`src/sv/fcav_pkg.sv`:
```
// Shared types, constants and check functions for the frame check block.
// No dependencies; imported by fcav_core, fcav_out and the top level.
`default_nettype none

package fcav_pkg;

   localparam logic [15:0] CRC_INIT = 16'hFFFF;
   localparam logic [15:0] CRC_POLY = 16'hA001;

   // configuration register indexes
   localparam logic [1:0] REG_CHECK_MODE = 2'd0;
   localparam logic [1:0] REG_DIRECTION  = 2'd1;

   // position of a result within one request's group
   localparam logic [1:0] IDX_ECHO   = 2'd0;
   localparam logic [1:0] IDX_CHECK0 = 2'd1;
   localparam logic [1:0] IDX_CHECK1 = 2'd2;

   typedef struct packed {
      logic       check_mode;
      logic       direction;
      logic       clear;       // direction write: drop the frame in progress
   } cfg_type;

   // everything needed to emit the results of one request
   typedef struct packed {
      logic [7:0] first_byte;  // echo byte, or zero for a verdict
      logic [7:0] check0;
      logic [7:0] check1;
      logic [1:0] last_idx;    // index of the final result in the group
      logic       ok;
   } bundle_type;

   // Modbus CRC-16, one byte, bitwise reflected update
   function automatic logic [15:0] crc_update(input logic [15:0] crc, input logic [7:0] b);
      logic [15:0] r;
      r = crc ^ {8'h00, b};
      for (int k = 0; k < 8; k++) begin
         if (r[0]) begin
            r = (r >> 1) ^ CRC_POLY;
         end else begin
            r = r >> 1;
         end
      end
      return r;
   endfunction

   // upper-case hex ASCII character of one nibble
   function automatic logic [7:0] hex_char(input logic [3:0] nib);
      logic [7:0] wide;
      wide = {4'h0, nib};
      return (nib < 4'd10) ? (8'h30 + wide) : (8'h37 + wide);
   endfunction

endpackage

`default_nettype wire

```
`src/sv/frame_check_append_verify_top.sv`:
```
// Top level of the frame check block: configuration registers, check core, result queue.
// Depends on fcav_pkg, fcav_core and fcav_out.
//
// Frame bytes enter on req_ (one byte per request, req_tlast on the final byte) and one
// request is taken every cycle while the two-bundle result queue has room. Each request
// updates the Modbus CRC-16 and the byte sum; its results pass through the queue. In
// append direction a byte yields one echo result and the final byte yields three results
// (echo plus two check bytes), so a frame of N bytes needs N+2 results; the result port,
// one beat per cycle while rsp_tready is high, sets the sustained rate. In verify
// direction only the final byte yields a result: the pass/fail verdict on rsp_tuser[1].
// Configuration writes are always accepted; writing direction drops a frame in progress.
`default_nettype none

module frame_check_append_verify_top
   import fcav_pkg::*;
(
   input  wire logic       clock,
   input  wire logic       reset,
   input  wire logic       req_tvalid,
   output logic            req_tready,
   input  wire logic [7:0] req_tdata,   // [7:0] data_byte
   input  wire logic       req_tlast,   // frame_end
   output logic            rsp_tvalid,
   input  wire logic       rsp_tready,
   output logic [7:0]      rsp_tdata,   // [7:0] out_byte
   output logic [1:0]      rsp_tuser,   // [0] is_check_byte, [1] verify_ok
   output logic            rsp_tlast,   // run_last
   input  wire logic       csr_valid,
   output logic            csr_ready,
   input  wire logic [1:0] csr_index,
   input  wire logic       csr_data
);

   logic       mode_ff;
   logic       dir_ff;
   logic       csr_fire;
   logic       req_fire;
   logic       space;
   logic       push;
   cfg_type    cfg;
   bundle_type bundle;

   assign csr_ready = 1'b1;
   assign csr_fire  = csr_valid && csr_ready;
   assign req_tready = space;
   assign req_fire  = req_tvalid && req_tready;

   always_comb begin
      cfg.check_mode = mode_ff;
      cfg.direction  = dir_ff;
      cfg.clear      = csr_fire && (csr_index == REG_DIRECTION);
   end

   always_ff @(posedge clock) begin
      if (reset) begin
         mode_ff <= 1'b0;
         dir_ff  <= 1'b0;
      end else if (csr_fire) begin
         unique case (csr_index)
            REG_CHECK_MODE: mode_ff <= csr_data;
            REG_DIRECTION:  dir_ff  <= csr_data;
            default: ;
         endcase
      end
   end

   fcav_core u_core (
      .clock     (clock),
      .reset     (reset),
      .cfg       (cfg),
      .fire      (req_fire),
      .data_byte (req_tdata),
      .frame_end (req_tlast),
      .push      (push),
      .bundle    (bundle)
   );

   fcav_out u_out (
      .clock      (clock),
      .reset      (reset),
      .push       (push),
      .bundle     (bundle),
      .space      (space),
      .rsp_tvalid (rsp_tvalid),
      .rsp_tready (rsp_tready),
      .rsp_tdata  (rsp_tdata),
      .rsp_tuser  (rsp_tuser),
      .rsp_tlast  (rsp_tlast)
   );

endmodule

`default_nettype wire

```
`src/sv/fcav_core.sv`:
```
// Frame check state: CRC and byte sum kept in parallel, trailer hold, verdict.
// Depends on fcav_pkg; produces one result bundle per request that yields results.
`default_nettype none

module fcav_core
   import fcav_pkg::*;
(
   input  wire logic       clock,
   input  wire logic       reset,
   input  wire cfg_type    cfg,
   input  wire logic       fire,
   input  wire logic [7:0] data_byte,
   input  wire logic       frame_end,
   output logic            push,
   output bundle_type      bundle
);

   logic [15:0] crc_ff, crc_in;
   logic [7:0]  sum_ff, sum_in;
   logic [1:0]  seen_ff, seen_in;
   logic [15:0] held_ff, held_in;

   logic [7:0]  absorb_byte;
   logic        absorb_en;
   logic        first;
   logic [15:0] crc_new;
   logic [7:0]  sum_new;
   logic [7:0]  c0;
   logic [7:0]  c1;

   always_comb begin
      // verify checks each byte only once two newer bytes have arrived
      absorb_byte = cfg.direction ? held_ff[15:8] : data_byte;
      absorb_en   = !cfg.direction || (seen_ff >= 2'd2);
      first       = cfg.direction ? (seen_ff == 2'd2) : (seen_ff == 2'd0);
      crc_new     = absorb_en ? crc_update(crc_ff, absorb_byte) : crc_ff;
      sum_new     = (absorb_en && !first) ? (sum_ff + absorb_byte) : sum_ff;
      held_in     = cfg.direction ? {held_ff[7:0], data_byte} : held_ff;
      seen_in     = (seen_ff == 2'd3) ? seen_ff : (seen_ff + 2'd1);
      crc_in      = crc_new;
      sum_in      = sum_new;

      if (cfg.check_mode) begin
         c0 = hex_char(sum_new[7:4]);
         c1 = hex_char(sum_new[3:0]);
      end else begin
         c0 = crc_new[7:0];
         c1 = crc_new[15:8];
      end

      push              = fire && (!cfg.direction || frame_end);
      bundle.check0     = c0;
      bundle.check1     = c1;
      if (cfg.direction) begin
         bundle.first_byte = 8'h00;
         bundle.last_idx   = IDX_ECHO;
         bundle.ok         = (seen_ff != 2'd0) && (held_in[15:8] == c0)
                             && (held_in[7:0] == c1);
      end else begin
         bundle.first_byte = data_byte;
         bundle.last_idx   = frame_end ? IDX_CHECK1 : IDX_ECHO;
         bundle.ok         = 1'b0;
      end
   end

   always_ff @(posedge clock) begin
      if (reset || cfg.clear || (fire && frame_end)) begin
         crc_ff  <= CRC_INIT;
         sum_ff  <= 8'h00;
         seen_ff <= 2'd0;
         held_ff <= 16'h0000;
      end else if (fire) begin
         crc_ff  <= crc_in;
         sum_ff  <= sum_in;
         seen_ff <= seen_in;
         held_ff <= held_in;
      end
   end

   a_end_clears: assert property (@(posedge clock) disable iff (reset)
      (fire && frame_end) |=> (seen_ff == 2'd0 && crc_ff == CRC_INIT))
      else $error("frame state not cleared after frame end");

   a_append_no_hold: assert property (@(posedge clock) disable iff (reset)
      (fire && !cfg.direction && !cfg.clear && held_ff == 16'h0000) |=> (held_ff == 16'h0000))
      else $error("trailer hold changed in append direction");

   a_push_group: assert property (@(posedge clock) disable iff (reset)
      push |-> (bundle.last_idx == IDX_ECHO || (bundle.last_idx == IDX_CHECK1 && !cfg.direction)))
      else $error("bad result group size");

endmodule

`default_nettype wire

```
`src/sv/fcav_out.sv`:
```
// Result queue: two bundles deep, each expanded into one or three result beats.
// Depends on fcav_pkg; decouples request acceptance from result backpressure.
`default_nettype none

module fcav_out
   import fcav_pkg::*;
(
   input  wire logic       clock,
   input  wire logic       reset,
   input  wire logic       push,
   input  wire bundle_type bundle,
   output logic            space,
   output logic            rsp_tvalid,
   input  wire logic       rsp_tready,
   output logic [7:0]      rsp_tdata,   // [7:0] out_byte
   output logic [1:0]      rsp_tuser,   // [0] is_check_byte, [1] verify_ok
   output logic            rsp_tlast    // run_last
);

   bundle_type slot_ff [2];
   logic       wr_ptr_ff;
   logic       rd_ptr_ff;
   logic [1:0] count_ff, count_in;
   logic [1:0] idx_ff;

   bundle_type head;
   logic       pop;
   logic       beat;

   always_comb begin
      head       = slot_ff[rd_ptr_ff];
      rsp_tvalid = (count_ff != 2'd0);
      beat       = rsp_tvalid && rsp_tready;
      pop        = beat && (idx_ff == head.last_idx);
      space      = (count_ff != 2'd2);
      count_in   = count_ff + {1'b0, push} - {1'b0, pop};

      unique case (idx_ff)
         IDX_CHECK0: begin
            rsp_tdata    = head.check0;
            rsp_tuser[0] = 1'b1;
         end
         IDX_CHECK1: begin
            rsp_tdata    = head.check1;
            rsp_tuser[0] = 1'b1;
         end
         default: begin
            rsp_tdata    = head.first_byte;
            rsp_tuser[0] = 1'b0;
         end
      endcase
      rsp_tuser[1] = head.ok;
      rsp_tlast    = (idx_ff == head.last_idx);
   end

   always_ff @(posedge clock) begin
      if (push) begin
         slot_ff[wr_ptr_ff] <= bundle;
      end
   end

   always_ff @(posedge clock) begin
      if (reset) begin
         wr_ptr_ff <= 1'b0;
         rd_ptr_ff <= 1'b0;
         count_ff  <= 2'd0;
         idx_ff    <= IDX_ECHO;
      end else begin
         count_ff <= count_in;
         if (push) begin
            wr_ptr_ff <= !wr_ptr_ff;
         end
         if (pop) begin
            rd_ptr_ff <= !rd_ptr_ff;
            idx_ff    <= IDX_ECHO;
         end else if (beat) begin
            idx_ff    <= idx_ff + 2'd1;
         end
      end
   end

   a_no_overflow: assert property (@(posedge clock) disable iff (reset)
      push |-> (count_ff != 2'd2))
      else $error("result queue overflow");

   a_idx_bound: assert property (@(posedge clock) disable iff (reset)
      rsp_tvalid |-> (idx_ff <= head.last_idx))
      else $error("result index past end of group");

   a_push_shows: assert property (@(posedge clock) disable iff (reset)
      (count_ff == 2'd0 && push) |=> rsp_tvalid)
      else $error("queued results not presented");

endmodule

`default_nettype wire
```
`config.mk`:
```
export PLATFORM = sky130hd
export DESIGN_NAME = frame_check_append_verify_top
export DESIGN_NICKNAME = d
export VERILOG_FILES = /design/src/sv/fcav_pkg.sv /design/src/sv/frame_check_append_verify_top.sv /design/src/sv/fcav_core.sv /design/src/sv/fcav_out.sv
export SDC_FILE = /design/constraint.sdc
export NUM_CORES = 1
export LEC_CHECK = 0
export BUFFER_PORTS_ARGS = -buffer_cell sky130_fd_sc_hd__clkbuf_2
export CORE_ASPECT_RATIO = 0.7
export CORE_MARGIN = 2
export CORE_UTILIZATION = 34
export DETAILED_ROUTE_END_ITERATION = 8
export PLACE_DENSITY = 0.54
export SLEW_MARGIN = 30
export SYNTH_ARGS = -nofsm -noshare
export SYNTH_HDL_FRONTEND = slang
export SYNTH_SLANG_ARGS = --single-unit
```
`constraint.sdc`:
```
create_clock -name clock -period 5.9 [get_ports clock]
set_input_delay 0.885 -clock clock [delete_from_list [all_inputs] [get_ports clock]]
set_output_delay 0.885 -clock clock [all_outputs]
set_load 0.01 [all_outputs]
```
==> impl_metrics.toml, run 1 <==
[logic_synthesis]
yosysTopAreaCellShare_pct = 25.5
syn_nets = 666
synth_seq_cells = 103
synthSimpleGateAreaFrac_pct = 16.7
yosys_warnings = 0
syn_avg_cell_area_um2 = 9.68
synth_area_leaders = "edfxtp_1 26%, dfxtp_1 17%, mux2i_1 5.4%"
syn_inst = 632
synth.distinct_cells = 70
synthFlopType = "edfxtp_1"
yosysSeqAreaShare_pct = 42.2
synth_fa_ha_area_share_pct = 3.60
syn_area_mm2 = 0.00611
async_flop_share_pct = 0
synth-xor-area-share_pct = 7.57
synth-edff-count = 52
synth_compound_area_share_pct = 15.3
synth_top_family_by_area = "simple AND/OR/NAND/NOR gates"
yosysTopAreaCell = "edfxtp_1"
synth.area.mux_share_pct = 10.6

[final_layout]
fillCellCount = 1701
regArea_mm2 = 0.00258
final_nets = 675
n_antenna_cell = 0
drive_above_1_share_pct = 15.2
final-instance-count-excl-fill = 877
multi_input_comb_area_mm2 = 0.00332
area_delta_synth_final_pct = 10.8
utilization_pct = 39.0

[worst_setup_path]
worstSetupEndpointType = "register"
path_max_fanout = 24
worstSetupPathType = "reg2reg"
startpoint_type = "register"
r2r_end = "u_out.slot_ff[0][0]"
crit_required_ns = 6.06
regToRegStartpoint = "dir_ff"
reg2reg_depth = 12
crit_arrival_ns = 4.70
regToRegSetupSlack_ns = 1.36

[placed_design]
dp_cells = 861
numPortBuffers = 29
gp_congestion = 0.925
place_hpwl_mm = 12.2

[clock_network]
clk_latency_ns = 0.34
path_clk_slew_ns = 0.08
numClockSinks = 103
htreeDepth = 3
hold_buffers = 0
cts_setup_buffers = 0
numCtsBuffers = 9
cts_resized = 0
cts_tree = "built"
cts_buffer_depth = 2
clockRootBuffer = "clkbuf_16"

[die]
fp.dieH_um = 116
die_area_mm2 = 0.0191
die_w_um = 164
core_mm2 = 0.0174
io_pins = 31
start_util_pct = 35.2
rows = 40

[grt]
use_met3_pct = 3.13
grt_use_met2_pct = 24.6
grt_max_degree = 44
grt_pass1_vias = 4338
busiest_layer = "met1"
grt.met1_usage_pct = 28.0
antenna_found_initial = 0
grt.overflow.total = 0
grt_usage_pct = 17.5
grt_pass1_wl_mm = 25.4

[outcome]
status = "finished clean"

[hold_path]
hold_path.class = "reg2reg"
hold_depth = 2
min_from = "u_core.held_ff[8]"
min_to = "u_core.held_ff[8]"

[routing]
dr.pass1.iters = 5
ant_nets = 0
via_count = 4842
viasPerCell = 5.52
drt-total-wl_mm = 16.4
drt_iter0_drc = 508
drc_errors = 0
routedWlPerCell_um = 18.8

[sta]
grt_setup_unrepaired = "false"
tns_ns = 0
slew_violations = 0
slew-limit-headroom_pct = 41.5
holdWs_ns = 0.478
finalCritPeriodShare_pct = 77.0
worst_pin_slew_ns = 0.872
finClkSkew_ns = 0.00914
setup_violations = 0
period_minus_slack_ns = 4.54
hold_viol_final = 0
max_freq_mhz = 220

[pwr]
powerDensity_mw_per_mm2 = 393
ir_worst_vdd_uv = 165
p_leak_nw = 2.47

[job]
max_cap_violations = 0
[cells by family after synthesis]
| logic type | after synthesis |
|---|---|
| adder cells (fa/ha/maj) | 17 |
| XOR/XNOR | 43 |
| buffers and inverters | 59 |
| AND/OR/NAND/NOR | 210 |
| flip-flops | 103 |
| multiplexers | 59 |
| AO/OA/AOI/OAI | 140 |
| other | 1 |
[layer usage]
metal	vias to the layer above	share of wire, %
met5	-	0
met4	0	0.81
met3	22	7.0
met2	183	40
met1	2342	52
li1	2295	-
[sequential cells by signal, summed over array words and instances (netlist names), named ones only]
signal and flops:
u_out.slot_ff 52, u_core.crc_ff 16, u_core.held_ff 16, u_core.sum_ff 8, u_core.seen_ff 2, u_out.count_ff 2, u_out.idx_ff 2, dir_ff 1
mode_ff 1, u_out.rd_ptr_ff 1, u_out.wr_ptr_ff 1
[cell usage after synthesis (11+ instances only)]
master	count
mux2i_1	33
a21oi_1	43
nor2b_1	14
xnor2_1	17
edfxtp_1	52
o21ai_0	20
clkbuf_1	35
mux2_2	22
and2_1	11
ha_1	16
dfxtp_1	51
xor2_1	18
o211ai_1	13
nand2_1	83
nor2_1	45
a211oi_1	15
inv_1	19
[how the worst max path moves through the flow]
| stage | from | to | slack, ns | depth (start not counted) |
|---|---|---|---|---|
| 2_1_floorplan | req_tdata[0] | u_out.slot_ff[0][0] | 1.75 | 15 |
| 3_3_place_gp | req_tdata[0] | u_out.slot_ff[0][0] | 1.39 | 16 |
| 3_5_place_dp | req_tdata[0] | u_out.slot_ff[1][0] | 1.29 | 16 |
| 4_1_cts | dir_ff | u_out.slot_ff[0][0] | 1.43 | 12 |
| 5_1_grt | dir_ff | u_out.slot_ff[1][0] | 1.01 | 12 |
| 6_report | dir_ff | u_out.slot_ff[0][0] | 1.36 | 12 |
[power by group]
part	switching (W)	leakage, nW	total [W]	internal, W
registers	0.0000603	0.895	0.000980	0.000920
logic	0.000632	1.43	0.00108	0.000445
clock network	0.000285	0.145	0.000606	0.000321
[through the flow]
step                      setup WS, ns  area (µm²)  total power, W
after floorplan                   1.75        6110         0.00175
after global placement            1.39        6460         0.00203
after detailed placement          1.29        6470         0.00206
after CTS                         1.43        6780         0.00266
after global routing              1.01        6780         0.00281
final                             1.36        6780         0.00266
[final cells by class]
class / instances / share of cell area [%]
clock buffers: 11 / 3.75
repair buffers: 38 / 3.14
clock inverters: 5 / 0.702
multi-input cells: 470 / 49.0
well taps: 231 / 4.27
flip-flops and latches: 103 / 38.1
inverters: 19 / 1.05
[cells in the final DEF, fill, tap and decap left out, types with 3 or more instances in the layout]
cell and instances:
buf_4 9, a21oi_1 43, o31ai_1 3, o211a_1 3
edfxtp_1 52, and2_1 11, nor2b_1 14, inv_1 19
nor3_1 8, o21ai_0 20, ha_1 16, o21a_1 4
xnor2_1 17, a31o_2 3, clkbuf_2 29, nor2_2 3
or3_1 5, a211o_1 3, nand4_1 3, a211oi_1 14
and3_1 5, o211ai_1 13, xnor3_1 3, nor2_1 42
mux2_4 3, o31a_1 3, mux2i_1 33, xor2_1 18
and3b_1 3, clkbuf_16 10, nor3b_1 6, mux2_2 22
dfxtp_1 50, nand3b_1 4, nor4_1 3, nand3_1 8
nand2_1 83, a221oi_1 8
[critical path, cell delays in order, from the launching register on]
cell and delay [ns]:
dfxtp_2 0.70, buf_4 0.42, mux2_4 0.37, ha_1 0.34, a21oi_1 0.33, o21ai_0 0.21
a21oi_1 0.21, o211ai_1 0.17, a32oi_1 0.64, xnor2_1 0.16, a2111oi_0 0.46, o22ai_1 0.17
nor4_2 0.19
No activity file was read; power rests on OpenSTA's default activity.
==> inputs of run 2 (changes only) <==
Settings changed: ABC_AREA from default to 1.
Clock period 5.9 ns to 4.6 ns, I/O delays scaled along.
==> impl_metrics.toml, run 2 <==
[job]
max_cap_violations = 0

[clock_network]
htreeDepth = 3
cts_buffer_depth = 2
clk_latency_ns = 0.35
cts_setup_buffers = 0
hold_buffers = 0
cts_resized = 0
clockRootBuffer = "clkbuf_16"
numCtsBuffers = 9
numClockSinks = 103
path_clk_slew_ns = 0.08
cts_tree = "built"

[pwr]
powerDensity_mw_per_mm2 = 483
p_leak_nw = 3.05
fin_total_pwr_w = 0.00324
ir_worst_vdd_uv = 334

[logic_synthesis]
yosysTopAreaCell = "edfxtp_1"
synth-edff-count = 52
yosysSeqAreaShare_pct = 42.6
yosysTopAreaCellShare_pct = 25.7
synth_seq_cells = 103
async_flop_share_pct = 0
syn_inst = 818
synth.distinct_cells = 46
syn_avg_cell_area_um2 = 7.41
synth_most_common_cell = "nand2_1"
syn_nets = 852
synth_area_leaders = "edfxtp_1 26%, dfxtp_1 17%, nand2_1 14%"
synthTopCellsByCount = "231 x nand2_1, 90 x inv_1, 78 x o21ai_0, 66 x nand3_1, 52 x edfxtp_1"
yosys_warnings = 0
synthFlopType = "edfxtp_1"
syn_area_mm2 = 0.00606

[grt]
grt_pass1_wl_mm = 27.0
antenna_found_initial = 0
grt_pass1_vias = 4932
grt_max_degree = 49
grt.overflow.total = 0
grt_usage_pct = 18.5

[final_layout]
area_delta_synth_final_pct = 10.5
reg_top3 = "u_out.slot_ff x52, u_core.crc_ff x16, u_core.held_ff x16"
layout_commonest_cell = "nand2_1"
drive_above_1_share_pct = 13.1
final_cell_mix = "231 x nand2_1, 90 x inv_1, 78 x o21ai_0"
largest-register = "u_out.slot_ff"
n_antenna_cell = 0
final_nets = 871
largest_reg_flops = 52
final-instance-count-excl-fill = 1073

[placed_design]
gp_congestion = 0.931
place_hpwl_mm = 12.4
dp_cells = 1057
numPortBuffers = 29

[worst_setup_path]
slowest_stage = "fa_1"
crit_buf_inv = 4
reg2reg_depth = 22
path_delay_family = "simple AND/OR/NAND/NOR gates"
crit_path_frequent_cell = "nand2_1"
worstSetupEndpointType = "register"
regToRegSetupSlack_ns = 0.85
crit_arrival_ns = 3.93
slowest_delay_ns = 0.36
crit_required_ns = 4.78
r2r_end = "u_out.slot_ff[1][0]"
startpoint_type = "register"
regToRegStartpoint = "dir_ff"
path_max_fanout = 25
worstSetupPathType = "reg2reg"
path_cells = "inv_2 -> nand2_1 -> nand2_2 -> ha_1 -> inv_1 -> fa_1 -> inv_1 -> or2_2 -> nand3_1 -> nand2_1 -> inv_2 -> nand2_2 -> nand2_2 -> nand2_1 -> nand2_1 -> nand2_1 -> nand3_1 -> nor2_1 -> nand3b_1 -> nor2_1 -> nand4_1 -> nor3_2"

[sta]
max_freq_mhz = 266
slew_violations = 0
holdWs_ns = 0.477
finalCritPeriodShare_pct = 81.6
worst_pin_slew_ns = 0.709
grt_setup_unrepaired = "false"
finClkSkew_ns = 0.0105
period_minus_slack_ns = 3.75
slew-limit-headroom_pct = 52.7
hold_viol_final = 0
setup_violations = 0
tns_ns = 0

[hold_path]
min_from = "u_out.count_ff[1]"
hold_path.class = "reg2reg"
hold_depth = 1
min_to = "u_out.count_ff[1]"

[die]
start_util_pct = 35.0
fp.dieH_um = 116
die_w_um = 164
die_area_mm2 = 0.0189
io_pins = 31
rows = 40
core_mm2 = 0.0173

[routing]
routedWlPerCell_um = 15.7
via_count = 5329
dr.pass1.iters = 6
drt_iter0_drc = 478
drt-total-wl_mm = 16.8
ant_nets = 0
viasPerCell = 4.97
drc_errors = 0

[outcome]
status = "finished clean"
-- run 2: layout make-up --
cell class,count,area [µm²]
Fill cell,1843,10600
Multi-Input combinational cell,586,2960
Sequential cell,103,2580
Inverter,100,375
Tap cell,231,289
Clock buffer,10,229
Timing Repair Buffer,37,205
Clock inverter,6,53.8
-- run 2: cell families (layout without fill, tap and decap cells) --
| kind of cell | Yosys count | in the layout | synth area share [%] |
|---|---|---|---|
| xor gates and xnor gates | 11 | 11 | 1.71 |
| and+or+nand+nor | 405 | 405 | 29.3 |
| other | 1 | 1 | 0.0618 |
| DFF | 103 | 103 | 42.6 |
| AOI/OAI and AO/OA | 151 | 151 | 13.9 |
| muxes | 1 | 1 | 0.165 |
| buffers and inverters | 129 | 153 | 8.62 |
| adders and majority gates | 17 | 17 | 3.63 |
-- run 2: how the worst max path moves through the flow --
| stage | depth (start not counted) | to | slack (ns) | start |
|---|---|---|---|---|
| 5_1_grt | 22 | u_out.slot_ff[1][0] | 0.41 | dir_ff |
| 3_5_place_dp | 19 | u_out.slot_ff[0][0] | 0.92 | req_tdata[0] |
| 4_1_cts | 19 | u_out.slot_ff[0][0] | 0.93 | dir_ff |
| 2_1_floorplan | 19 | u_out.slot_ff[0][0] | 1.50 | req_tdata[0] |
| 6_report | 22 | u_out.slot_ff[1][0] | 0.85 | dir_ff |
| 3_3_place_gp | 22 | u_out.slot_ff[0][0] | 0.97 | req_tdata[0] |
-- run 2: per-stage QoR --
step / util [%] / setup WS [ns] / area, µm²
finish: 38.7 / 0.847 / 6700
CTS: 38.7 / 0.925 / 6700
global route: 38.7 / 0.408 / 6700
floorplan: - / 1.50 / 6060
global placement: 37.1 / 0.974 / 6420
detailed placement: 37.1 / 0.917 / 6420
-- run 2: power by group --
group | internal (W) | switching (W) | total (W)
clock network | 0.000378 | 0.000375 | 0.000754
logic | 0.000377 | 0.000866 | 0.00124
registers | 0.00116 | 0.0000844 | 0.00124
-- run 2: worst register-to-register path: cells and delay by family (launching register included) --
family	cells	cell delay, ns
and+or+nand+nor	16	2.07
adders and majority gates	2	0.59
DFF	1	0.32
buffers and inverters	4	0.60
-- run 2: routing by layer --
layer  vias to the layer above  wire length [µm]  global-route usage, %
met5                         -                 0                      0
met2                       144              6720                   26.5
met4                         0                74                   2.40
met1                      2457              8730                   28.5
met3                         7              1290                   4.40
li1                       2721                 -                      -
